### src/flm_pkg.sv
// Package for the FIFO lock manager: request and event types, event codes,
// controller states and datapath commands. Depends on nothing.
`timescale 1ns / 1ps
package flm_pkg;

	typedef struct packed {
		logic       req_type;
		logic [3:0] proc_id;
		logic [2:0] res_id;
	} flm_req_t;

	typedef struct packed {
		logic [2:0] event_res;
		logic [3:0] proc_out;
		logic [2:0] res_out;
		logic       last;
	} flm_evt_t;

	localparam logic REQ_LOCK = 1'b0;
	localparam logic REQ_EXIT = 1'b1;

	localparam logic [2:0] EV_ACQUIRED        = 3'd0;
	localparam logic [2:0] EV_HELD            = 3'd1;
	localparam logic [2:0] EV_ALREADY_PENDING = 3'd2;
	localparam logic [2:0] EV_PENDING         = 3'd3;
	localparam logic [2:0] EV_EXITING         = 3'd4;
	localparam logic [2:0] EV_RELEASING       = 3'd5;
	localparam logic [2:0] EV_NO_WAITERS      = 3'd6;
	localparam logic [2:0] EV_EXIT_UNACQUIRED = 3'd7;

	typedef enum logic [4:0] {
		S_IDLE, S_DISP, S_LK_RD, S_LK_DEC, S_FLUSH, S_EX_START, S_EX_LOOP,
		S_EX_CHK, S_EX_HEAD, S_SR_RD, S_SR_CMP, S_SH_RD, S_SH_WR, S_GR_RD,
		S_GR_EMIT, S_NW
	} flm_state_t;

	typedef enum logic [4:0] {
		OP_NONE, OP_LATCH, OP_LK_RD, OP_LK_DEC, OP_FLUSH, OP_EX_START,
		OP_EX_LOOP, OP_EX_CHK, OP_EX_HEAD, OP_SR_RD, OP_SR_CMP, OP_SH_RD,
		OP_SH_WR, OP_SH_END, OP_GR_RD, OP_GR_EMIT, OP_NW
	} flm_op_t;

	typedef struct packed {
		logic in_range;
		logic is_exit;
		logic out_free;
		logic j_zero;
		logic rr_ok;
		logic head_is_p;
		logic srch_end;
		logic match;
		logic shift_more;
		logic len_one;
		logic rel;
	} flm_status_t;

endpackage

### src/flm_ctrl.sv
// Controller state machine of the FIFO lock manager.
// Depends on flm_pkg; drives commands into flm_datapath.
`timescale 1ns / 1ps
module flm_ctrl import flm_pkg::*; (
	input  logic        clk,
	input  logic        arst_n,
	input  logic        req_valid,
	output logic        req_ready,
	input  flm_status_t status,
	output flm_op_t     op
);

	flm_state_t state_q, state_nxt;

	always_ff @(posedge clk or negedge arst_n) begin
		if (!arst_n) begin
			state_q <= S_IDLE;
		end else begin
			state_q <= state_nxt;
		end
	end

	always_comb begin
		state_nxt = state_q;
		op        = OP_NONE;
		req_ready = 1'b0;
		case (state_q)
			S_IDLE: begin
				req_ready = 1'b1;
				if (req_valid) begin
					op        = OP_LATCH;
					state_nxt = S_DISP;
				end
			end
			S_DISP: begin
				if (!status.in_range) state_nxt = S_IDLE;
				else if (status.is_exit) state_nxt = S_EX_START;
				else state_nxt = S_LK_RD;
			end
			S_LK_RD: begin
				op        = OP_LK_RD;
				state_nxt = S_LK_DEC;
			end
			S_LK_DEC: begin
				if (status.out_free) begin
					op        = OP_LK_DEC;
					state_nxt = S_FLUSH;
				end
			end
			S_FLUSH: begin
				if (status.out_free) begin
					op        = OP_FLUSH;
					state_nxt = S_IDLE;
				end
			end
			S_EX_START: begin
				if (status.out_free) begin
					op        = OP_EX_START;
					state_nxt = S_EX_LOOP;
				end
			end
			S_EX_LOOP: begin
				if (status.j_zero) begin
					state_nxt = S_FLUSH;
				end else begin
					op        = OP_EX_LOOP;
					state_nxt = S_EX_CHK;
				end
			end
			S_EX_CHK: begin
				if (status.rr_ok) begin
					op        = OP_EX_CHK;
					state_nxt = S_EX_HEAD;
				end else begin
					state_nxt = S_EX_LOOP;
				end
			end
			S_EX_HEAD: begin
				if (status.out_free) begin
					op        = OP_EX_HEAD;
					state_nxt = status.head_is_p ? S_SH_RD : S_SR_RD;
				end
			end
			S_SR_RD: begin
				if (status.srch_end) begin
					state_nxt = S_EX_LOOP;
				end else begin
					op        = OP_SR_RD;
					state_nxt = S_SR_CMP;
				end
			end
			S_SR_CMP: begin
				op        = OP_SR_CMP;
				state_nxt = status.match ? S_SH_RD : S_SR_RD;
			end
			S_SH_RD: begin
				if (status.shift_more) begin
					op        = OP_SH_RD;
					state_nxt = S_SH_WR;
				end else begin
					op = OP_SH_END;
					if (!status.rel) state_nxt = S_EX_LOOP;
					else if (status.len_one) state_nxt = S_NW;
					else state_nxt = S_GR_RD;
				end
			end
			S_SH_WR: begin
				op        = OP_SH_WR;
				state_nxt = S_SH_RD;
			end
			S_GR_RD: begin
				op        = OP_GR_RD;
				state_nxt = S_GR_EMIT;
			end
			S_GR_EMIT: begin
				if (status.out_free) begin
					op        = OP_GR_EMIT;
					state_nxt = S_EX_LOOP;
				end
			end
			S_NW: begin
				if (status.out_free) begin
					op        = OP_NW;
					state_nxt = S_EX_LOOP;
				end
			end
			default: begin
				state_nxt = S_IDLE;
			end
		endcase
	end

endmodule

### src/flm_datapath.sv
// Datapath of the FIFO lock manager: wait queues, request lists, membership
// bits, counters and the event staging and output registers. Depends on flm_pkg.
`timescale 1ns / 1ps
module flm_datapath import flm_pkg::*; #(
	parameter int NUM_PROCS = 16,
	parameter int NUM_RES   = 8
) (
	input  logic        clk,
	input  logic        arst_n,
	input  flm_op_t     op,
	input  flm_req_t    req_data,
	output flm_status_t status,
	output logic        evt_valid,
	input  logic        evt_ready,
	output flm_evt_t    evt_data
);

	localparam int PW  = $clog2(NUM_PROCS);
	localparam int LW  = $clog2(NUM_PROCS + 1);
	localparam int RIW = (NUM_RES > 1) ? $clog2(NUM_RES) : 1;
	localparam int CW  = $clog2(NUM_RES + 1);

	logic [3:0]    wq_mem [NUM_RES][NUM_PROCS];
	logic [2:0]    rl_mem [NUM_PROCS][NUM_RES];
	logic [LW-1:0] qlen_q [NUM_RES];
	logic [NUM_PROCS-1:0] mm_q [NUM_RES];
	logic [CW-1:0] rc_q [NUM_PROCS];

	logic          typ_q;
	logic [3:0]    p_q;
	logic [2:0]    r_q;
	logic [CW-1:0] j_q;
	logic [LW-1:0] i_q;
	logic          rel_q;
	logic [3:0]    wq_rd_q;
	logic [2:0]    rl_rd_q;
	logic          st_vld_q;
	flm_evt_t      st_q;
	logic          out_vld_q;
	flm_evt_t      out_q;

	logic [7:0]     p_ext, r_ext, rr_ext;
	logic [PW-1:0]  pi;
	logic [RIW-1:0] ri, rri;
	logic [LW-1:0]  len_lk, len_rr, i_p1;
	logic [CW-1:0]  j_m1, rc_p;
	logic           out_free;
	logic           enq;
	logic           emit_en;
	logic [2:0]     emit_ev, emit_r;
	logic [3:0]     emit_p;
	logic           wq_re;
	logic [RIW-1:0] wq_rres;
	logic [PW-1:0]  wq_rpos;

	assign p_ext  = {4'b0, p_q};
	assign r_ext  = {5'b0, r_q};
	assign rr_ext = {5'b0, rl_rd_q};
	assign pi     = p_ext[PW-1:0];
	assign ri     = r_ext[RIW-1:0];
	assign rri    = rr_ext[RIW-1:0];
	assign len_lk = qlen_q[ri];
	assign len_rr = qlen_q[rri];
	assign i_p1   = i_q + 1'b1;
	assign j_m1   = j_q - 1'b1;
	assign rc_p   = rc_q[pi];
	assign out_free = !out_vld_q || evt_ready;

	assign status.in_range   = ({5'b0, p_q} < 9'(NUM_PROCS))
		&& (typ_q == REQ_EXIT || r_ext < 8'(NUM_RES));
	assign status.is_exit    = typ_q == REQ_EXIT;
	assign status.out_free   = out_free;
	assign status.j_zero     = j_q == '0;
	assign status.rr_ok      = (rr_ext < 8'(NUM_RES)) && mm_q[rri][pi];
	assign status.head_is_p  = (len_rr != '0) && (wq_rd_q == p_q);
	assign status.srch_end   = i_q >= len_rr;
	assign status.match      = wq_rd_q == p_q;
	assign status.shift_more = i_p1 < len_rr;
	assign status.len_one    = len_rr == LW'(1);
	assign status.rel        = rel_q;

	assign enq = (len_lk == '0) || ((wq_rd_q != p_q) && !mm_q[ri][pi]);

	always_comb begin
		emit_en = 1'b0;
		emit_ev = EV_ACQUIRED;
		emit_p  = p_q;
		emit_r  = r_q;
		wq_re   = 1'b0;
		wq_rres = rri;
		wq_rpos = '0;
		case (op)
			OP_LK_RD: begin
				wq_re   = 1'b1;
				wq_rres = ri;
			end
			OP_LK_DEC: begin
				emit_en = 1'b1;
				if (len_lk == '0) emit_ev = EV_ACQUIRED;
				else if (wq_rd_q == p_q) emit_ev = EV_HELD;
				else if (mm_q[ri][pi]) emit_ev = EV_ALREADY_PENDING;
				else emit_ev = EV_PENDING;
			end
			OP_EX_START: begin
				emit_en = 1'b1;
				emit_ev = EV_EXITING;
				emit_r  = 3'd0;
			end
			OP_EX_CHK, OP_GR_RD: begin
				wq_re = 1'b1;
			end
			OP_EX_HEAD: begin
				emit_en = 1'b1;
				emit_r  = rl_rd_q;
				emit_ev = status.head_is_p ? EV_RELEASING : EV_EXIT_UNACQUIRED;
			end
			OP_SR_RD: begin
				wq_re   = 1'b1;
				wq_rpos = i_q[PW-1:0];
			end
			OP_SH_RD: begin
				wq_re   = 1'b1;
				wq_rpos = i_p1[PW-1:0];
			end
			OP_GR_EMIT: begin
				emit_en = 1'b1;
				emit_ev = EV_ACQUIRED;
				emit_p  = wq_rd_q;
				emit_r  = rl_rd_q;
			end
			OP_NW: begin
				emit_en = 1'b1;
				emit_ev = EV_NO_WAITERS;
				emit_p  = 4'd0;
				emit_r  = rl_rd_q;
			end
			default: begin
			end
		endcase
	end

	always_ff @(posedge clk) begin
		if (wq_re) begin
			wq_rd_q <= wq_mem[wq_rres][wq_rpos];
		end
		if (op == OP_LK_DEC && enq && len_lk < LW'(NUM_PROCS)) begin
			wq_mem[ri][len_lk[PW-1:0]] <= p_q;
		end else if (op == OP_SH_WR) begin
			wq_mem[rri][i_q[PW-1:0]] <= wq_rd_q;
		end
	end

	always_ff @(posedge clk) begin
		if (op == OP_EX_LOOP) begin
			rl_rd_q <= rl_mem[pi][j_m1[RIW-1:0]];
		end
		if (op == OP_LK_DEC && enq && rc_p < CW'(NUM_RES)) begin
			rl_mem[pi][rc_p[RIW-1:0]] <= r_q;
		end
	end

	always_ff @(posedge clk) begin
		case (op)
			OP_LATCH: begin
				typ_q <= req_data.req_type;
				p_q   <= req_data.proc_id;
				r_q   <= req_data.res_id;
			end
			OP_EX_START: j_q <= rc_p;
			OP_EX_LOOP:  j_q <= j_m1;
			OP_EX_HEAD: begin
				i_q   <= '0;
				rel_q <= status.head_is_p;
			end
			OP_SR_CMP: begin
				if (!status.match) i_q <= i_p1;
			end
			OP_SH_WR: i_q <= i_p1;
			default: begin
			end
		endcase
		if (emit_en) begin
			st_q <= '{event_res: emit_ev, proc_out: emit_p, res_out: emit_r, last: 1'b0};
		end
		if (emit_en && st_vld_q) begin
			out_q <= st_q;
		end else if (op == OP_FLUSH && st_vld_q) begin
			out_q <= '{event_res: st_q.event_res, proc_out: st_q.proc_out,
				res_out: st_q.res_out, last: 1'b1};
		end
	end

	always_ff @(posedge clk or negedge arst_n) begin
		if (!arst_n) begin
			st_vld_q  <= 1'b0;
			out_vld_q <= 1'b0;
			for (int k = 0; k < NUM_RES; k++) begin
				qlen_q[k] <= '0;
				mm_q[k]   <= '0;
			end
			for (int k = 0; k < NUM_PROCS; k++) begin
				rc_q[k] <= '0;
			end
		end else begin
			if (emit_en) begin
				st_vld_q <= 1'b1;
			end else if (op == OP_FLUSH) begin
				st_vld_q <= 1'b0;
			end
			if ((emit_en || op == OP_FLUSH) && st_vld_q) begin
				out_vld_q <= 1'b1;
			end else if (evt_ready) begin
				out_vld_q <= 1'b0;
			end
			case (op)
				OP_LK_DEC: begin
					if (enq) begin
						if (len_lk < LW'(NUM_PROCS)) begin
							qlen_q[ri]   <= len_lk + 1'b1;
							mm_q[ri][pi] <= 1'b1;
						end
						if (rc_p < CW'(NUM_RES)) begin
							rc_q[pi] <= rc_p + 1'b1;
						end
					end
				end
				OP_EX_HEAD: mm_q[rri][pi] <= 1'b0;
				OP_SH_END:  qlen_q[rri] <= len_rr - 1'b1;
				OP_FLUSH: begin
					if (typ_q == REQ_EXIT) rc_q[pi] <= '0;
				end
				default: begin
				end
			endcase
		end
	end

	assign evt_valid = out_vld_q;
	assign evt_data  = out_q;

`ifndef NO_ASSERTIONS
	a_emit_room: assert property (@(posedge clk) disable iff (!arst_n)
		emit_en |-> out_free)
		else $error("event staged while the output register is blocked");
	a_flush_last: assert property (@(posedge clk) disable iff (!arst_n)
		(op == OP_FLUSH && st_vld_q) |=> (out_vld_q && out_q.last))
		else $error("flush did not present a final event");
	a_shift_len: assert property (@(posedge clk) disable iff (!arst_n)
		(op == OP_SH_END) |=> (qlen_q[rri] == $past(len_rr) - 1'b1))
		else $error("queue length not reduced after removal");
	a_no_emit_idle: assert property (@(posedge clk) disable iff (!arst_n)
		(op == OP_LATCH) |-> !st_vld_q)
		else $error("stale event left staged at a new request");
`endif

endmodule

### src/fifo_lock_manager.sv
// Lock manager with a FIFO waiter queue per resource; the queue head holds the
// resource. A lock request latches, dispatches, reads the queue head, decides and
// flushes its event. An exit walks every listed resource, searches a queue for the
// exiting process when it is not the head, shifts the later entries down one at a
// time on removal, ends the shift and reports the release outcome. The single
// read port of the wait-queue memory, with its registered read and entry-by-entry
// shift, carries every queue removal. A stalled event output stalls the controller.
// Events leave one per cycle at most through a registered output; the block
// takes a new request only after the previous one has produced all its events.
// Top level; depends on flm_pkg, flm_ctrl and flm_datapath.
`timescale 1ns / 1ps
module fifo_lock_manager import flm_pkg::*; #(
	parameter int NUM_PROCS = 16,
	parameter int NUM_RES   = 8
) (
	input  logic     clk,
	input  logic     arst_n,
	input  logic     req_valid,
	output logic     req_ready,
	input  flm_req_t req_data,
	output logic     evt_valid,
	input  logic     evt_ready,
	output flm_evt_t evt_data
);

	flm_op_t     op;
	flm_status_t status;

	flm_ctrl u_ctrl (
		.clk       (clk),
		.arst_n    (arst_n),
		.req_valid (req_valid),
		.req_ready (req_ready),
		.status    (status),
		.op        (op)
	);

	flm_datapath #(
		.NUM_PROCS (NUM_PROCS),
		.NUM_RES   (NUM_RES)
	) u_datapath (
		.clk       (clk),
		.arst_n    (arst_n),
		.op        (op),
		.req_data  (req_data),
		.status    (status),
		.evt_valid (evt_valid),
		.evt_ready (evt_ready),
		.evt_data  (evt_data)
	);

endmodule
### config.mk
export PLATFORM = sky130hd
export DESIGN_NAME = fifo_lock_manager
export DESIGN_NICKNAME = d
export VERILOG_FILES = /design/src/flm_pkg.sv /design/src/flm_ctrl.sv /design/src/flm_datapath.sv /design/src/fifo_lock_manager.sv
export SDC_FILE = /design/constraint.sdc
export NUM_CORES = 2
export LEC_CHECK = 0
export BUFFER_PORTS_ARGS = -buffer_cell sky130_fd_sc_hd__buf_2
export CAP_MARGIN = 20
export CORE_UTILIZATION = 68
export CTS_CLUSTER_DIAMETER = 150
export DETAILED_ROUTE_END_ITERATION = 8
export PLACE_DENSITY = 0.85
export SYNTH_ARGS = -nofsm -noshare
export SYNTH_HDL_FRONTEND = slang
export SYNTH_HIERARCHICAL = 1
export SYNTH_SLANG_ARGS = --single-unit
### constraint.sdc
create_clock -name clk -period 11.33 [get_ports clk]
set_input_delay 2.266 -clock clk [delete_from_list [all_inputs] [get_ports clk]]
set_output_delay 2.266 -clock clk [all_outputs]
set_load 0.005 [all_outputs]
# --- After elaboration in Yosys (flattened, before gate mapping) ---
# Memories as Yosys holds them, arrays and structs flattened. A register that Yosys moved wholly into a read port is not among the register bits.
# Index checks and enable logic that the tools add are counted.
totals:
  latch_bits: 0
  out_inout_bits: 13
  register_bits: 285
  mem_bits_ro: 0
  input_bits: 12
  ramBits: 896
  word_cells: 296
  mem_count: 2
mem_list:
  columns: ["memory", "words", "word_bits", "rd", "rd_clocked_by_memory_dff", "wr", "line_no", "source"]
  rows:
  - ["u_datapath.wq_mem", 8, 64, 1, 0, 1, "flm_datapath.sv:23", "logic [3:0] wq_mem [NUM_RES][NUM_PROCS];"]
  - ["u_datapath.rl_mem", 16, 24, 1, 1, 1, "flm_datapath.sv:24", "logic [2:0] rl_mem [NUM_PROCS][NUM_RES];"]
classes:
  eq_ne: 44
  mux: 116
  n_div: 0
  order_cmp: 22
  reduce_logical: 44
  add_sub_neg: 5
  bitwise_logic: 13
  shift: 0
  mul: 0
ops:
  columns: ["operator", "count"]
  rows:
  - ["2-to-1 mux 64 bit", 7]
  - ["2-to-1 mux 128 bit", 2]
  - ["one-hot mux 128 bit (2 select lines)", 1]
  - ["AND 128 bit", 1]
  - ["NOT 128 bit", 1]
  - ["bitwise OR 128 bit", 1]
  - ["one-hot mux 64 bit (2 select lines)", 1]
  - ["binary-select mux 16 bit (select 3 bit)", 2]
  - ["demux 16 bit (select 3 bit)", 2]
  - ["2-to-1 mux 16 bit", 6]
  - ["bitwise mux 40 bit", 2]
  - ["== test 5 x 4 -> 1 bit (second input constant)", 16]
  - ["2-to-1 mux 40 bit", 2]
  - ["2-to-1 mux 5 bit", 16]
  - ["one-hot mux 40 bit (2 select lines)", 1]
  - ["one-hot mux 5 bit (15 select lines)", 1]
  - ["one-hot mux 5 bit (14 select lines)", 1]
  - ["AND 64 bit", 1]
  - ["bitwise mux 64 bit", 1]
  - ["NOT 64 bit", 1]
  - ["OR reduction 64 bit", 1]
  - ["2-to-1 mux 4 bit", 13]
  - ["demux 4 bit (select 4 bit)", 3]
  - ["== test 5 x 3 -> 1 bit (second input constant)", 8]
  - ["other kinds (54)", 153]

# --- Logic depth before layout (Yosys ltp) ---
depth:
  depth_word: 16
  ltp_mapped: 32
  depth_no_buf: 24

# --- Hierarchy ---
# Netlist, hierarchy kept.
by_module_without_submodules:
  columns: ["mod", "cells_each", "seq_area_each_um2", "instances", "area_each_um2"]
  rows:
  - ["flm_datapath", 3806, 34222.8, 1, 51582.0]
  - ["flm_ctrl", 94, 100.1, 1, 648.1]

# --- Worst setup path after synthesis ---
# No wires, ideal clock.
synth_path:
  path_type: "in2reg"
  from: "input port evt_ready"
  to: "memory u_datapath/wq_mem[0][0] (netlist bit), data pin"
  cell_stages: 12
  path_buffers: 2
  t_arrival_ps: 5377
  setup_slack_ps: 5575
  required_time_ps: 10952
  setup_ps: 378
  path_cell_list: "nand2b_1 buf_4 mux2i_1 o22ai_1 a22oi_1 o21ai_0 or3_1 nor2_1 nand2_1 nand4_1 clkbuf_1 mux2_2"
synth_lines:
  columns: ["element", "line_no", "source"]
  rows:
  - ["from (decl)", "fifo_lock_manager.sv:22", "input logic evt_ready,"]
  - ["to (decl)", "flm_datapath.sv:23", null]

==> flow_metrics.env <==
export IMPL_critPathKind="register to register"
export IMPL_outcome="finished, violations left"
export IMPL_worst_pin_slew_ns=1.30
export IMPL_place_ws_ns=2.65
export IMPL_violations="design-rule violations"
export IMPL_nNetsFinal=3878
export IMPL_viasPerCell=7.51
export IMPL_yosysSeqAreaShare_pct=65.7
export IMPL_holdPathStages=0
export IMPL_ctsResizeCount=0
export IMPL_path_cells="nor2b_1 > and2_1 > a22oi_1 > and3_1 > ha_1 > nor2b_1 > o21a_1 > o21ai_0 > nand2b_1 > a21oi_1 > a21boi_0 > o21ai_0 > a32oi_1 > nand2_1 > buf_4 > or3b_1 > o21ai_2 > and2_4 > buf_12 > mux4_2 > a2111oi_0 > nor4_1 > nor4_1 > mux2i_1"
export IMPL_wl_um=154000
export IMPL_cts_hold_buf=0
export IMPL_post_drt_wl_per_cell_um=30.9
export IMPL_synth_area_per_cell_um2=13.4
export IMPL_wl_met1_um=51100
export IMPL_synth_edff_count=942
export IMPL_path_buf_inv=2
export IMPL_placed_cell_area_um2=53100
export IMPL_syn_inst=3900
export IMPL_power_w=0.0125
export IMPL_path_clk_slew_ns=0.06
export IMPL_grt_max_degree=181
export IMPL_worst_slack_ns=2.24
export IMPL_cap_violations=0
export IMPL_worstPathArrival_ns=9.51
export IMPL_finalCriticalPeriod_ns=9.09
export IMPL_synth_top_area_share_pct=54.2
export IMPL_vias=37300
export IMPL_whs_ns=0.414
export IMPL_async_reset_ff_share_pct=20.1
export IMPL_slew_headroom_pct=13.0
export IMPL_p_leak_nw=19.5
export IMPL_hp_class="register to register"
export IMPL_slew_violations=0
export IMPL_ff2ff_path_depth=24
export IMPL_post_cts_buffers=0
export IMPL_met2_length_um=70100
export IMPL_slowest_delay_ns=0.90
export IMPL_setup_tns_ns=0
export IMPL_synth_fp_nets=3935
export IMPL_die_h_um=279
export IMPL_fmax_mhz=110
export IMPL_row_count=101
export IMPL_grtUsageTotal_pct=39.4
export IMPL_initial_core_util_pct=68.8
export IMPL_gr_total_overflow=0
export IMPL_area_delta_synth_final_pct=9.17
export IMPL_ys_warn_count=6
export IMPL_ys_seq_elements=1184
export IMPL_rsz0062_at_grt="no"
export IMPL_critPathMaxFanout=123
export IMPL_cts_tree="built"
export IMPL_gp_congestion=0.967
export IMPL_period_share_pct=80.2
export IMPL_numCtsBuffers=112
export IMPL_setup_viol_count_final=0
export IMPL_peakVddDrop_mv=0.154
export IMPL_portBuffers=24
export IMPL_synth_top_cell_by_area="edfxtp_1"
export IMPL_yosys_top_cells_area="edfxtp_1, dfrtp_1, mux4_2"
export IMPL_antenna_found_initial=6
export IMPL_drtIter0Drc=6703
export IMPL_dr_pass1_iters=9
export IMPL_ioPinCount=25
export IMPL_die_w_um=279
export IMPL_p_per_area_nw_per_um2=219
export IMPL_startpoint_type="register"
export IMPL_skew_ns=0.0515
export IMPL_cp_num_cells=24
export IMPL_htreeDepth=3
export IMPL_cts_path_max_buffers=3
export IMPL_synthDistinctLibCells=83
export IMPL_drt_antenna_violating_nets=0
export IMPL_die_area_um2=77900
export IMPL_met3WireLength_um=23000
export IMPL_layout_drive_gt1_share_pct=13.1
export IMPL_top_layer="met5"
export IMPL_insertion_delay_ns=0.72
export IMPL_drc=2
export IMPL_crit_family="simple AND/OR/NAND/NOR gates"
export IMPL_critPathCaptureType="register"
export IMPL_cts_root_buf="clkbuf_16"
export IMPL_syn_area_um2=52200
export IMPL_final_hold_viol_count=0
export IMPL_slowest_stage="and2_4"
export IMPL_grt_first_pass_wirelength_um=227000
export IMPL_grt_pass1_vias=36100
export IMPL_design_area_um2=57000
export IMPL_required_ns=11.75
export IMPL_coreArea_um2=75900
export IMPL_cts_sinks=1184
export IMPL_synthFlopType="edfxtp_1"
export IMPL_place_hpwl_um=88500
[through the flow]
step	util (%)	std cells
global placement	69.9	4753
global route	75.1	4969
detailed placement	69.9	4754
CTS	74.9	4964
finish	75.1	4972
floorplan	-	3900
[worst register-to-register path: cells and delay by family (launching register included)]
family	cells	cell delay, ns
AND/OR/NAND/NOR	10	3.66
adder cells (fa/ha/maj)	1	0.33
buffers and inverters	2	0.90
AO/OA/AOI/OAI	9	2.26
flip-flops	1	0.87
multiplexers	2	0.80
[Yosys cell counts (all sizes together), types with 7 or more instances]
library cell  number
edfxtp           942
nand2            441
o21ai            376
nor2             366
dfrtp            238
clkbuf           185
mux4             165
a21oi            149
mux2i            148
nand3            104
buf               88
a22oi             81
o22ai             57
nor3              50
o31ai             48
a31oi             40
and3              34
nand2b            30
o221ai            30
inv               25
ha                23
mux2              23
nor2b             23
a211oi            19
a22o              18
nand4             18
a2111oi           14
a221oi            14
a221o             13
a41oi             13
xnor2             13
and2              11
nor4              11
xor2              11
o211ai             9
or3                8
nor3b              7
[sequential cells by signal (all words and copies together) (netlist names), 5 cells and up, named ones only]
register and cells:
u_datapath/evt_data 11, u_datapath/i_q 5, u_datapath/mm_q 128, u_datapath/qlen_q 40
u_datapath/rc_q 64, u_datapath/rl_mem 384, u_datapath/st_q 10, u_datapath/wq_mem 512
[path summary, 6_finish.rpt]
kind / from / end / slack (ns)
max in group asynchronous: arst_n / u_datapath/st_vld_q$_DFFE_PN0N_ / 8.41
max: u_datapath/rl_rd_q[2]$_DFFE_PP_ / u_datapath/wq_rd_q[2]$_DFFE_PP_ / 2.24
min reg2reg: u_datapath/st_q[9]$_SDFFCE_PN0P_ / u_datapath/evt_data[9]$_DFFE_PP_ / 0.41
min: u_datapath/st_q[9]$_SDFFCE_PN0P_ / u_datapath/evt_data[9]$_DFFE_PP_ / 0.41
min in group asynchronous: arst_n / u_datapath/mm_q[22]$_DFFE_PN0P_ / 1.61
max reg2reg: u_datapath/rl_rd_q[2]$_DFFE_PP_ / u_datapath/wq_rd_q[2]$_DFFE_PP_ / 2.24
[cell type report]
| cell class | count | area [um^2] |
|---|---|---|
| flip-flops and latches | 1184 | 34300 |
| repair buffers | 102 | 796 |
| clock inverters | 67 | 802 |
| well taps | 1030 | 1290 |
| clock buffers | 143 | 2990 |
| inverters | 26 | 97.6 |
| fillers | 4161 | 18900 |
| diodes | 3 | 7.51 |
| multi-input cells | 2417 | 16700 |
[cells in the final DEF, fill, tap and decap left out, drive strengths merged, types with 46 or more instances in the layout]
cell type,n
edfxtp,942
o22ai,57
a22oi,81
clkbuf,143
clkinv,46
mux4,165
o31ai,48
nand2,441
a21oi,149
mux2i,148
nand3,104
dfrtp,238
o21ai,376
nor2,366
buf,102
nor3,50
[routing by layer]
layer / global-route usage (%) / vias to the layer above
li1: - / 14800
met1: 52.2 / 17900
met2: 59.9 / 3794
met3: 10.7 / 782
met4: 21.7 / 8
met5: 0 / -
[where the power goes]
group          switching [W]  internal [W]  total [W]
sequential          0.000244       0.00516    0.00541
combinational        0.00210       0.00107    0.00317
clock                0.00168       0.00221    0.00390
total                0.00403       0.00845     0.0125
[kinds of logic (layout without fill, tap and decap cells)]
group / count (synthesis) / count (layout) / synth area share [%]
buffers and inverters: 299 / 338 / 2.50
muxes: 336 / 336 / 10.4
DFF: 1184 / 1184 / 65.7
adders and majority gates: 23 / 23 / 0.551
AOI/OAI and AO/OA: 910 / 910 / 10.8
and+or+nand+nor: 1123 / 1123 / 9.61
other: 1 / 4 / 0.00718
xor gates and xnor gates: 24 / 24 / 0.402
(Power assumes the default switching activity.)
